[src/hdl/vcdg_pkg.sv]
// Shared types, constants and helper functions of the volume gradient block.
package vcdg_pkg;

  localparam int MAX_VOXELS = 32768;
  localparam int MAX_DIM    = 32;
  localparam int IDX_W      = 15;
  localparam int SMP_W      = 16;
  localparam int DIM_W      = 6;
  localparam int SP_W       = 16;
  localparam int GMAG_W     = 28;
  localparam int SUM_W      = 58;
  localparam int DIV_W      = 46;
  localparam int DVS_W      = 32;
  localparam int STEP_W     = 6;
  localparam int SQ_W       = 64;
  localparam int ROOT_W     = 32;
  localparam int CFG_IDX_W  = 3;

  localparam logic [CFG_IDX_W-1:0] CFG_SIZE_X    = 3'd0;
  localparam logic [CFG_IDX_W-1:0] CFG_SIZE_Y    = 3'd1;
  localparam logic [CFG_IDX_W-1:0] CFG_SIZE_Z    = 3'd2;
  localparam logic [CFG_IDX_W-1:0] CFG_SPACING_X = 3'd3;
  localparam logic [CFG_IDX_W-1:0] CFG_SPACING_Y = 3'd4;
  localparam logic [CFG_IDX_W-1:0] CFG_SPACING_Z = 3'd5;

  localparam logic KIND_WRITE = 1'b0;
  localparam logic KIND_QUERY = 1'b1;

  localparam logic [STEP_W-1:0] STEPS_COORD = 6'd15;
  localparam logic [STEP_W-1:0] STEPS_GRAD  = 6'd29;
  localparam logic [STEP_W-1:0] STEPS_BIAS  = 6'd46;

  typedef struct packed {
    logic              start;
    logic [STEP_W-1:0] steps;
    logic [DIV_W-1:0]  dividend;
    logic [DVS_W-1:0]  divisor;
  } div_req_t;

  typedef struct packed {
    logic             done;
    logic [DIV_W-1:0] quot;
    logic [DVS_W-1:0] rem;
  } div_rsp_t;

  typedef struct packed {
    logic            start;
    logic [SQ_W-1:0] value;
  } sqrt_req_t;

  typedef struct packed {
    logic              done;
    logic [ROOT_W-1:0] root;
  } sqrt_rsp_t;

  // Size register as used: zero counts as one, anything above the limit is clamped.
  function automatic logic [DIM_W-1:0] eff_size(input logic [DIM_W-1:0] v);
    logic [DIM_W-1:0] r;
    if (v == '0) r = DIM_W'(1);
    else if (v > DIM_W'(MAX_DIM)) r = DIM_W'(MAX_DIM);
    else r = v;
    return r;
  endfunction

  // Biases a normalized magnitude into [0,1] Q0.16 with saturation.
  function automatic logic [15:0] bias_out(input logic [DIV_W-1:0] q, input logic neg);
    logic [16:0] qs;
    logic [17:0] up;
    logic [15:0] r;
    qs = (q > DIV_W'(65536)) ? 17'd65536 : q[16:0];
    up = 18'd32768 + {1'b0, qs};
    if (neg) r = (qs > 17'd32768) ? 16'd0 : 16'(17'd32768 - qs);
    else r = (up > 18'd65535) ? 16'hFFFF : up[15:0];
    return r;
  endfunction

endpackage

[src/hdl/vcdg_div.sv]
// Shared restoring divider, one quotient bit per cycle.
module vcdg_div (
  input  logic               clk,
  input  logic               rst_n,
  input  vcdg_pkg::div_req_t req,
  output vcdg_pkg::div_rsp_t rsp
);
  import vcdg_pkg::*;

  logic              busy_r;
  logic              done_r;
  logic [STEP_W-1:0] cnt_r;
  logic [DIV_W-1:0]  dq_r;
  logic [DVS_W-1:0]  rem_r;
  logic [DVS_W-1:0]  dvs_r;
  logic [DVS_W:0]    trial;
  logic [DVS_W:0]    diff;
  logic              fits;

  assign trial = {rem_r, dq_r[DIV_W-1]};
  assign diff  = trial - {1'b0, dvs_r};
  assign fits  = trial >= {1'b0, dvs_r};

  // The dividend is left-aligned so that only the requested number of bits is walked.
  always_ff @(posedge clk) begin
    if (!rst_n) begin
      busy_r <= 1'b0;
      done_r <= 1'b0;
    end else begin
      done_r <= 1'b0;
      if (req.start) begin
        busy_r <= 1'b1;
        cnt_r  <= req.steps;
        dq_r   <= req.dividend << (STEP_W'(DIV_W) - req.steps);
        rem_r  <= '0;
        dvs_r  <= req.divisor;
      end else if (busy_r) begin
        dq_r  <= {dq_r[DIV_W-2:0], fits};
        rem_r <= fits ? diff[DVS_W-1:0] : trial[DVS_W-1:0];
        cnt_r <= cnt_r - STEP_W'(1);
        if (cnt_r == STEP_W'(1)) begin
          busy_r <= 1'b0;
          done_r <= 1'b1;
        end
      end
    end
  end

  assign rsp.done = done_r;
  assign rsp.quot = dq_r;
  assign rsp.rem  = rem_r;

endmodule

[config.mk]
export PLATFORM = sky130hd
export DESIGN_NAME = vcdg_div
export DESIGN_NICKNAME = d
export VERILOG_FILES = /design/src/hdl/vcdg_pkg.sv /design/src/hdl/vcdg_div.sv
export SDC_FILE = /design/constraint.sdc
export NUM_CORES = 1
export LEC_CHECK = 0
export ABC_CLOCK_PERIOD_IN_PS = 4000
export BUFFER_PORTS_ARGS = -buffer_cell sky130_fd_sc_hd__buf_2
export CORE_MARGIN = 1.5
export CORE_UTILIZATION = 57
export DETAILED_ROUTE_END_ITERATION = 6
export GPL_TIMING_DRIVEN = 0
export PLACE_DENSITY = 0.84
export SLEW_MARGIN = 20
export SYNTH_ARGS = -nofsm -noshare
export SYNTH_HDL_FRONTEND = slang
export SYNTH_SLANG_ARGS = --single-unit
[constraint.sdc]
create_clock -name clk -period 4 [get_ports clk]
set_clock_uncertainty 0.1 [all_clocks]
set_input_delay 0.2 -clock clk [delete_from_list [all_inputs] [get_ports clk]]
set_output_delay 0.2 -clock clk [all_outputs]
set_load 0.1 [all_outputs]
==> impl_metrics.env <==
export IMPL_outcome="finished, final reports clean"
export IMPL_ctsHtreeMaxLevel=4
export IMPL_yosys_cell_types_count=55
export IMPL_netlist_area_um2=8830
export IMPL_avgViaCountPerCell=6.20
export IMPL_largest_net_degree_at_the_start_of_global_routing=47
export IMPL_detail_route_antenna_nets=0
export IMPL_cap_viol_max_count=0
export IMPL_placedInstanceArea_um2=9940
export IMPL_final_cell_count_no_fill=1331
export IMPL_cts_path_max_buffers=2
export IMPL_postCtsSetupRepairBufs=0
export IMPL_area_growth_synth_to_final_pct=22.9
export IMPL_root_buffer="clkbuf_16"
export IMPL_die_h_um=127
export IMPL_synth_seq_cells=118
export IMPL_post_route_worst_setup_slack_ps=489
export IMPL_grt_overflow_total=0
export IMPL_io_pins=166
export IMPL_synth_enable_flop_cells=116
export IMPL_cts_tree="done"
export IMPL_routabilityCongestion=1.06
export IMPL_drt_iter0_drc=693
export IMPL_fp_coreArea_um2=15100
export IMPL_fmax_ghz=0.285
export IMPL_timing_hold_worst_class="in2reg"
export IMPL_fin_area_um2=10900
export IMPL_grt_setup_unrepaired="false"
export IMPL_setup_violations_final=0
export IMPL_initial_utilization=0.583
export IMPL_fraction_of_the_yosys_area_taken_by_sequential_cells=0.399
export IMPL_hold_slack_ps=8.53
export IMPL_p_per_area_nw_per_um2=470
export IMPL_postSynthAreaPerCell_um2=9.68
export IMPL_layout_utilization=0.717
export IMPL_worst_slew_margin_rel=0.331
export IMPL_n_diodes=0
export IMPL_worst_slew_pin_slew_ps=996
export IMPL_fp_row_count=45
export IMPL_delay_of_the_slowest_cell_on_the_worst_path_ps=540
export IMPL_tns_ps=0
export IMPL_yosys_warnings=0
export IMPL_wire_length_of_the_first_global_routing_pass_mm=42.9
export IMPL_clkTransAtPathRegs_ps=60
export IMPL_asyncSetResetFlopFracSynth=0
export IMPL_placed_cells=1266
export IMPL_number_of_port_buffers=163
export IMPL_preCtsSetupSlack_ps=579
export IMPL_critical_path_n_buffers_inverters=1
export IMPL_critical_path_required_ps=4180
export IMPL_post_drt_wl_per_cell_um=20.8
export IMPL_cp_cell_sequence="ha_1, nand3_1, nor3_1, nand4_1, nor4_1, a21oi_1, o21ai_1, a21oi_4, or2_1, buf_2, o21ai_1"
export IMPL_detail_route_wirelength_mm=27.7
export IMPL_die_width_um=127
export IMPL_postSynth_topFlopCell="edfxtp_1"
export IMPL_criticalPathCategory="reg2reg"
export IMPL_clock_sinks=118
export IMPL_syn_instance_count=913
export IMPL_dieArea_um2=16300
export IMPL_finalCriticalPeriod_ps=3510
export IMPL_critical_path_top_delay_family="simple AND/OR/NAND/NOR gates"
export IMPL_tritoncts_num_buffers=17
export IMPL_via_count=8255
export IMPL_crit_path_top_delay_cell="nor3_1"
export IMPL_placed_wire_length_estimate_mm=20.4
export IMPL_final_min_period_over_clock_period=0.878
export IMPL_grt_antenna_before_repair=0
export IMPL_timing_critical_path_to_type="flip-flop"
export IMPL_crit_start_category="flip-flop"
export IMPL_timing_final_hold_violations=0
export IMPL_synthesis_nets=1036
export IMPL_report_power_total_mw=5.11
export IMPL_p_leak_nw=4.60
export IMPL_via_count_of_the_first_global_routing_pass=8015
export IMPL_number_of_nets_in_the_layout=1253
export IMPL_layout_drive_gt1_share=0.220
export IMPL_ir_drop_mv=0.364
export IMPL_layout_filler_cells=1130
export IMPL_critical_path_at_ps=3700
export IMPL_drc_errors=0
export IMPL_critical_path_max_fanout=9
export IMPL_clk_insertion_delay_late_ps=430
export IMPL_drt_pass1_iter_count=7
export IMPL_critical_path_top_cell_by_count="o21ai_1"
export IMPL_track_usage=0.346
export IMPL_slew_viol_final=0
-- Yosys cell counts (all sizes together), types with 5 or more instances --
master / count / area share
nand2: 125 / 0.053
edfxtp: 116 / 0.39
nor2: 88 / 0.037
o21ai: 71 / 0.040
a21oi: 58 / 0.034
inv: 49 / 0.021
mux2i: 47 / 0.053
clkbuf: 36 / 0.015
ha: 35 / 0.050
mux4: 33 / 0.084
o2bb2ai: 25 / 0.025
buf: 19 / 0.012
nand3: 19 / 0.011
xor2: 19 / 0.019
xnor2: 18 / 0.018
a21o: 16 / 0.014
a211oi: 13 / 0.011
o211ai: 11 / 0.0099
o21a: 11 / 0.0093
and2: 10 / 0.0071
nor2b: 10 / 0.0071
nor3: 9 / 0.0051
a31oi: 8 / 0.0057
nand2b: 8 / 0.0057
a221oi: 7 / 0.0069
o32ai: 6 / 0.0059
and3: 5 / 0.0035
nand4: 5 / 0.0035
-- cell type report --
type	instances	area, µm²	share of cell area
buffer	55	239	0.0220
tap	188	235	0.0217
sequential	118	3520	0.324
clock buffer	20	437	0.0402
timing repair buffer	198	1190	0.110
inverter	49	184	0.0169
clock inverter	12	153	0.0141
multi-input combinational	691	4900	0.451
-- final timing paths --
kind | startpoint | endpoint | slack, ps | depth (start not counted)
max | rem_r[24] | rem_r[28] | 490 | 11
min | req[79] | cnt_r[1] | 9 | 3
max reg2reg | rem_r[24] | rem_r[28] | 490 | 11
min reg2reg | busy_r | done_r | 350 | 2
-- per-layer routing --
layer  track usage  part of all wire  wire length, µm
met2         0.590              0.49            13500
met5             0                 0                0
met1         0.437              0.40            11000
met3        0.0519             0.073             2010
met4         0.161             0.040             1120
-- cells by family (layout without fill, tap and decap cells) --
group	Yosys count	after routing	share of synthesized area
AND/OR/NAND/NOR	288	288	0.140
AO/OA/AOI/OAI	246	246	0.182
adder cells (fa/ha/maj)	36	36	0.0518
flip-flops	118	118	0.399
XOR/XNOR	37	37	0.0367
buffers and inverters	104	334	0.0479
multiplexers	84	84	0.142
-- worst register-to-register path: stages, from the launching register on --
cell      delay [ps]
edfxtp_1         450
ha_1             460
nand3_1          240
nor3_1           540
nand4_1          150
nor4_1           460
a21oi_1          120
o21ai_1          160
a21oi_4          110
or2_1            230
buf_2            170
o21ai_1          170
-- report_power, final --
| group | leakage, nW | total [mW] | internal, mW | switching, mW |
|---|---|---|---|---|
| clock | 0.278 | 1.57 | 0.978 | 0.595 |
| combinational | 3.19 | 1.96 | 0.595 | 1.37 |
| sequential | 1.13 | 1.58 | 1.50 | 0.0709 |
| total | 4.60 | 5.11 | 3.08 | 2.03 |
-- state kept, by name, summed over array words and instances (netlist names) --
signal  flops
busy_r      1
cnt_r       6
done_r      1
dq_r       46
dvs_r      32
rem_r      32
-- repair_timing --
action                    in CTS  in global routing
resized for setup              0                  0
hold buffers                  33                  0
hold endpoints to repair      33                  0
-- cells in the final DEF (no fill, tap or decap), types with 18 or more instances in the layout --
master and count:
buf_2 174, nand3_1 19, inv_1 49, a21oi_1 57, edfxtp_1 116, xnor2_1 18, mux4_2 33, clkbuf_1 39
xor2_1 19, nand2_1 125, o2bb2ai_1 25, ha_1 35, mux2i_1 47, dlygate4sd3_1 33, o21ai_0 60, nor2_1 88
Note: power is estimated with default switching activity, not from simulation.
