File: src/hdl/vcdg_pkg.sv
// Shared types, constants and helper functions of the volume gradient block.
package vcdg_pkg;

  localparam int MAX_VOXELS = 32768;
  localparam int MAX_DIM    = 32;
  localparam int IDX_W      = 15;
  localparam int SMP_W      = 16;
  localparam int DIM_W      = 6;
  localparam int SP_W       = 16;
  localparam int GMAG_W     = 28;
  localparam int SUM_W      = 58;
  localparam int DIV_W      = 46;
  localparam int DVS_W      = 32;
  localparam int STEP_W     = 6;
  localparam int SQ_W       = 64;
  localparam int ROOT_W     = 32;
  localparam int CFG_IDX_W  = 3;

  localparam logic [CFG_IDX_W-1:0] CFG_SIZE_X    = 3'd0;
  localparam logic [CFG_IDX_W-1:0] CFG_SIZE_Y    = 3'd1;
  localparam logic [CFG_IDX_W-1:0] CFG_SIZE_Z    = 3'd2;
  localparam logic [CFG_IDX_W-1:0] CFG_SPACING_X = 3'd3;
  localparam logic [CFG_IDX_W-1:0] CFG_SPACING_Y = 3'd4;
  localparam logic [CFG_IDX_W-1:0] CFG_SPACING_Z = 3'd5;

  localparam logic KIND_WRITE = 1'b0;
  localparam logic KIND_QUERY = 1'b1;

  localparam logic [STEP_W-1:0] STEPS_COORD = 6'd15;
  localparam logic [STEP_W-1:0] STEPS_GRAD  = 6'd29;
  localparam logic [STEP_W-1:0] STEPS_BIAS  = 6'd46;

  typedef struct packed {
    logic              start;
    logic [STEP_W-1:0] steps;
    logic [DIV_W-1:0]  dividend;
    logic [DVS_W-1:0]  divisor;
  } div_req_t;

  typedef struct packed {
    logic             done;
    logic [DIV_W-1:0] quot;
    logic [DVS_W-1:0] rem;
  } div_rsp_t;

  typedef struct packed {
    logic            start;
    logic [SQ_W-1:0] value;
  } sqrt_req_t;

  typedef struct packed {
    logic              done;
    logic [ROOT_W-1:0] root;
  } sqrt_rsp_t;

  // Size register as used: zero counts as one, anything above the limit is clamped.
  function automatic logic [DIM_W-1:0] eff_size(input logic [DIM_W-1:0] v);
    logic [DIM_W-1:0] r;
    if (v == '0) r = DIM_W'(1);
    else if (v > DIM_W'(MAX_DIM)) r = DIM_W'(MAX_DIM);
    else r = v;
    return r;
  endfunction

  // Biases a normalized magnitude into [0,1] Q0.16 with saturation.
  function automatic logic [15:0] bias_out(input logic [DIV_W-1:0] q, input logic neg);
    logic [16:0] qs;
    logic [17:0] up;
    logic [15:0] r;
    qs = (q > DIV_W'(65536)) ? 17'd65536 : q[16:0];
    up = 18'd32768 + {1'b0, qs};
    if (neg) r = (qs > 17'd32768) ? 16'd0 : 16'(17'd32768 - qs);
    else r = (up > 18'd65535) ? 16'hFFFF : up[15:0];
    return r;
  endfunction

endpackage

File: src/hdl/vcdg_sqrt.sv
// Integer square root, two radicand bits per cycle.
module vcdg_sqrt (
  input  logic                clk,
  input  logic                rst_n,
  input  vcdg_pkg::sqrt_req_t req,
  output vcdg_pkg::sqrt_rsp_t rsp
);
  import vcdg_pkg::*;

  logic            busy_r;
  logic            done_r;
  logic [SQ_W-1:0] v_r;
  logic [SQ_W-1:0] res_r;
  logic [SQ_W-1:0] bit_r;
  logic [SQ_W-1:0] tb;
  logic            ge;

  assign tb = res_r + bit_r;
  assign ge = v_r >= tb;

  always_ff @(posedge clk) begin
    if (!rst_n) begin
      busy_r <= 1'b0;
      done_r <= 1'b0;
    end else begin
      done_r <= 1'b0;
      if (req.start) begin
        busy_r <= 1'b1;
        v_r    <= req.value;
        res_r  <= '0;
        bit_r  <= {2'b01, {(SQ_W-2){1'b0}}};
      end else if (busy_r) begin
        if (ge) begin
          v_r   <= v_r - tb;
          res_r <= (res_r >> 1) + bit_r;
        end else begin
          res_r <= res_r >> 1;
        end
        bit_r <= bit_r >> 2;
        if (bit_r[0]) begin
          busy_r <= 1'b0;
          done_r <= 1'b1;
        end
      end
    end
  end

  assign rsp.done = done_r;
  assign rsp.root = res_r[ROOT_W-1:0];

endmodule

File: config.mk
export PLATFORM = sky130hd
export DESIGN_NAME = vcdg_sqrt
export DESIGN_NICKNAME = d
export VERILOG_FILES = /design/src/hdl/vcdg_pkg.sv /design/src/hdl/vcdg_sqrt.sv
export SDC_FILE = /design/constraint.sdc
export NUM_CORES = 1
export LEC_CHECK = 0
export ABC_CLOCK_PERIOD_IN_PS = 23800
export BUFFER_PORTS_ARGS = -buffer_cell sky130_fd_sc_hd__buf_2
export CORE_UTILIZATION = 40
export DETAILED_ROUTE_END_ITERATION = 10
export PLACE_DENSITY = 0.58
export SETUP_SLACK_MARGIN = 0.3
export SLEW_MARGIN = 20
export SYNTH_ARGS = -nofsm -noshare
export SYNTH_HDL_FRONTEND = slang
export SYNTH_SLANG_ARGS = --single-unit
File: constraint.sdc
create_clock -name clk -period 23.8 [get_ports clk]
set_input_delay 2.38 -clock clk [delete_from_list [all_inputs] [get_ports clk]]
set_output_delay 2.38 -clock clk [all_outputs]
set_load 0.05 [all_outputs]
==> results.sh <==
export IMPL_tightest_hold_check_type="reg -> reg"
export IMPL_crit_path_max_fanout=64
export IMPL_critical_path_required_ns=23.88
export IMPL_die_h_um=202
export IMPL_groute_usage_overall=0.235
export IMPL_status="complete, no violations"
export IMPL_synth_area_mm2=0.0160
export IMPL_cts_resized=0
export IMPL_synth_top_flop_cell="sky130_fd_sc_hd__edfxtp_1"
export IMPL_ys_seq_elements=162
export IMPL_cts_root_to_sink_buffers=2
export IMPL_first_iter_violations=1029
export IMPL_antenna_cells_inserted=0
export IMPL_num_rows=72
export IMPL_worst_r2r_startpoint="res_r[8]$_SDFFCE_PP0P_"
export IMPL_numCtsBuffers=17
export IMPL_buffer_type_at_the_clock_tree_root="sky130_fd_sc_hd__clkbuf_16"
export IMPL_number_of_enable_type_register_cells_in_the_synthesized_netlist=160
export IMPL_yosys_warns=0
export IMPL_post_synth_num_cell_types=82
export IMPL_leakagePower_nw=6.49
export IMPL_postSynthNetCount=2086
export IMPL_floorplan_initialDensity=0.409
export IMPL_cellPowerDensity_mw_per_mm2=75.6
export IMPL_synth_top_cell_area_share=0.301
export IMPL_synth_top_cells_by_area="sky130_fd_sc_hd__edfxtp_1, sky130_fd_sc_hd__ha_1, sky130_fd_sc_hd__xor2_1"
export IMPL_hold_path_startpoint="busy_r$_SDFF_PN0_"
export IMPL_postCtsSetupRepairBufs=0
export IMPL_max_freq_mhz=143
export IMPL_syn_avg_cell_area_um2=8.46
export IMPL_hold_slack_ns=0.502
export IMPL_placement_cell_area_mm2=0.0166
export IMPL_grt_pass1_vias=14000
export IMPL_grt_pass1_wl_um=76100
export IMPL_worst_pin_slew_ns=0.931
export IMPL_placement_io_buffers=99
export IMPL_drt_wirelength_per_cell_um=19.8
export IMPL_totalNegativeSetupSlack_ns=0
export IMPL_place_hpwl_um=36900
export IMPL_synth_top_area_cell="sky130_fd_sc_hd__edfxtp_1"
export IMPL_timing_max_transition_violations_final=0
export IMPL_synthArstFlopShare=0
export IMPL_avgViaCountPerCell=5.97
export IMPL_r2r_end="v_r[21]$_DFFE_PP_"
export IMPL_post_route_cells_drive_above_1_share=0.0994
export IMPL_drtAntennaViolNets=0
export IMPL_hold_depth=1
export IMPL_path_class="reg -> reg"
export IMPL_io_pins=100
export IMPL_cts_tree="done"
export IMPL_clk_pin_slew_worst_paths_ns=0.07
export IMPL_critPathCaptureType="register"
export IMPL_antenna_found_initial=0
export IMPL_clk_latency_ns=0.46
export IMPL_clock_sinks=162
export IMPL_worstRegToRegCells=20
export IMPL_filler_cell_count=3900
export IMPL_setup_worst_path_start_class="register"
export IMPL_maxSlewHeadroom=0.379
export IMPL_htree_levels=4
export IMPL_gp_congestion=0.922
export IMPL_dieArea_mm2=0.0407
export IMPL_synthesized_instance_count=1888
export IMPL_vdd_ir_drop_worst_uv=53.8
export IMPL_post_route_min_period_ns=6.97
export IMPL_area_growth_synth_to_final_pct=7.76
export IMPL_grt_setup_unrepaired="false"
export IMPL_detail_route_first_pass_iterations=6
export IMPL_global_route_overflow_total=0
export IMPL_capture_endpoint_of_the_worst_hold_path="done_r$_SDFF_PP0_"
export IMPL_worst_ep_arrival_time_ns=7.06
export IMPL_vias=14500
export IMPL_drv_cap=0
export IMPL_finalSetupViolations=0
export IMPL_hold_viol_final=0
export IMPL_yosysSeqAreaShare=0.303
export IMPL_reg2reg_setup_slack_ns=16.83
export IMPL_final_design_area_no_fill_mm2=0.0172
export IMPL_skew_ns=0.00955
export IMPL_floorplan_die_width_um=202
export IMPL_detail_route_drc_violations=0
export IMPL_core_area_mm2=0.0390
export IMPL_share_of_the_clock_period_used_by_the_worst_path_after_layout=0.293
export IMPL_final_wirelength_um=48200
export IMPL_pin_count_of_the_biggest_net_entering_global_routing=84
export IMPL_final_nets=2097
export IMPL_postCtsHoldBufs=0
## worst max-delay path: stages, from the launching register on
cell	delay (ns)
sky130_fd_sc_hd__edfxtp_1	0.50
sky130_fd_sc_hd__ha_1	0.44
sky130_fd_sc_hd__nand4_1	0.18
sky130_fd_sc_hd__o31ai_1	0.49
sky130_fd_sc_hd__nor4b_1	0.37
sky130_fd_sc_hd__or3_1	0.28
sky130_fd_sc_hd__o31a_1	0.26
sky130_fd_sc_hd__o2111ai_2	0.16
sky130_fd_sc_hd__a21oi_1	0.32
sky130_fd_sc_hd__nor2_1	0.14
sky130_fd_sc_hd__xor2_1	0.19
sky130_fd_sc_hd__ha_1	0.40
sky130_fd_sc_hd__nand2_1	0.14
sky130_fd_sc_hd__nor3_1	0.36
sky130_fd_sc_hd__nand4_1	0.26
sky130_fd_sc_hd__a2111oi_4	0.37
sky130_fd_sc_hd__buf_4	0.39
sky130_fd_sc_hd__nor2_2	0.07
sky130_fd_sc_hd__buf_4	0.25
sky130_fd_sc_hd__a21boi_4	0.19
sky130_fd_sc_hd__buf_4	0.68
## placed cells by master, fill, tap and decap left out, types with 12 or more instances in the layout
cell type                     n
sky130_fd_sc_hd__nand2_1    206
sky130_fd_sc_hd__nor2_1     168
sky130_fd_sc_hd__edfxtp_1   160
sky130_fd_sc_hd__o21ai_0    156
sky130_fd_sc_hd__ha_1       130
sky130_fd_sc_hd__a21oi_1    118
sky130_fd_sc_hd__buf_2       98
sky130_fd_sc_hd__xor2_1      90
sky130_fd_sc_hd__xnor2_1     69
sky130_fd_sc_hd__a31oi_1     59
sky130_fd_sc_hd__nor2b_1     49
sky130_fd_sc_hd__o21bai_1    48
sky130_fd_sc_hd__nand4_1     48
sky130_fd_sc_hd__a21o_1      45
sky130_fd_sc_hd__nor3_1      42
sky130_fd_sc_hd__inv_1       39
sky130_fd_sc_hd__nand3_1     39
sky130_fd_sc_hd__o21a_1      23
sky130_fd_sc_hd__a211oi_1    22
sky130_fd_sc_hd__a211oi_2    19
sky130_fd_sc_hd__or3_1       18
sky130_fd_sc_hd__and2_1      17
sky130_fd_sc_hd__clkbuf_16   17
sky130_fd_sc_hd__nand2b_1    15
sky130_fd_sc_hd__and3_1      14
sky130_fd_sc_hd__o211ai_1    12
## area by class of cell
class / instances / area, um2 / share of cell area
multi-input combinational: 1570 / 10400 / 0.604
clock inverter: 14 / 179 / 0.0104
tap: 518 / 648 / 0.0377
timing repair buffer: 108 / 569 / 0.0331
inverter: 40 / 150 / 0.00873
clock buffer: 18 / 429 / 0.0249
sequential: 162 / 4840 / 0.282
## how the worst max path moves through the flow
stage | startpoint | endpoint | slack (ns) | cells past startpoint
6_report | res_r[8]$_SDFFCE_PP0P_ | v_r[21]$_DFFE_PP_ | 16.83 | 20
5_1_grt | res_r[8]$_SDFFCE_PP0P_ | res_r[55]$_SDFFCE_PP0P_ | 16.32 | 20
4_1_cts | res_r[8]$_SDFFCE_PP0P_ | v_r[20]$_DFFE_PP_ | 16.93 | 20
3_3_place_gp | res_r[8]$_SDFFCE_PP0P_ | v_r[10]$_DFFE_PP_ | 17.06 | 20
3_5_place_dp | res_r[8]$_SDFFCE_PP0P_ | v_r[14]$_DFFE_PP_ | 16.96 | 20
2_1_floorplan | req[64] | v_r[0]$_DFFE_PP_ | 13.23 | 4
## flip-flops by register name, summed over array words and instances (netlist names)
register  cells
v_r          64
done_r        1
busy_r        1
bit_r        32
res_r        64
## cell families (layout without fill, tap and decap cells)
family                   after synthesis  after routing  share of synthesized area
adder cells (fa/ha/maj)              131            131                      0.103
AO/OA/AOI/OAI                        617            617                      0.260
AND/OR/NAND/NOR                      658            658                      0.196
XOR/XNOR                             159            159                     0.0872
flip-flops                           162            162                      0.303
multiplexers                           5              5                    0.00345
buffers and inverters                156            180                     0.0473
## routing by layer
layer  vias up  GRT usage  part of all wire
li1       7056          -                 -
met1      7007      0.300              0.44
met2       383      0.415              0.50
met3        49     0.0271             0.043
met4         0     0.0668             0.018
met5         -          0                 0
## where the power goes
group / total [W] / leakage [nW] / switching, W / internal, W
clock: 0.000303 / 0.290 / 0.000136 / 0.000167
combinational: 0.000602 / 4.65 / 0.000376 / 0.000226
sequential: 0.000395 / 1.55 / 0.0000342 / 0.000361
## Yosys cell counts (6+ instances only)
master	n
sky130_fd_sc_hd__o21a_1	24
sky130_fd_sc_hd__and4_1	9
sky130_fd_sc_hd__buf_4	35
sky130_fd_sc_hd__xnor2_1	69
sky130_fd_sc_hd__nand2b_1	15
sky130_fd_sc_hd__a21oi_1	118
sky130_fd_sc_hd__o21bai_1	48
sky130_fd_sc_hd__xor2_1	90
sky130_fd_sc_hd__inv_1	39
sky130_fd_sc_hd__o22ai_1	7
sky130_fd_sc_hd__nor2_1	168
sky130_fd_sc_hd__nand3_1	39
sky130_fd_sc_hd__and3_1	14
sky130_fd_sc_hd__clkbuf_1	69
sky130_fd_sc_hd__o211ai_1	12
sky130_fd_sc_hd__o31a_1	6
sky130_fd_sc_hd__buf_2	7
sky130_fd_sc_hd__or3_1	18
sky130_fd_sc_hd__a31oi_1	59
sky130_fd_sc_hd__nor2b_1	49
sky130_fd_sc_hd__ha_1	130
sky130_fd_sc_hd__nand2_1	206
sky130_fd_sc_hd__nor3_1	42
sky130_fd_sc_hd__nor4_1	10
sky130_fd_sc_hd__o31ai_1	11
sky130_fd_sc_hd__edfxtp_1	160
sky130_fd_sc_hd__and2_1	17
sky130_fd_sc_hd__a21boi_0	8
sky130_fd_sc_hd__a21o_1	45
sky130_fd_sc_hd__a211oi_2	19
sky130_fd_sc_hd__o21ai_0	156
sky130_fd_sc_hd__a31o_2	10
sky130_fd_sc_hd__a211oi_1	22
sky130_fd_sc_hd__a311oi_1	8
sky130_fd_sc_hd__nand4_1	48
## through the flow
stage                util  setup WS, ns  total power (W)  std cells
floorplan               -         13.23         0.000861       1888
global placement    0.426         17.06         0.000995       2398
detailed placement  0.426         16.96         0.000999       2398
CTS                 0.441         16.93          0.00130       2430
global route        0.441         16.32          0.00138       2430
finish              0.441         16.83          0.00130       2430
Power figures use the tool's default switching activity.
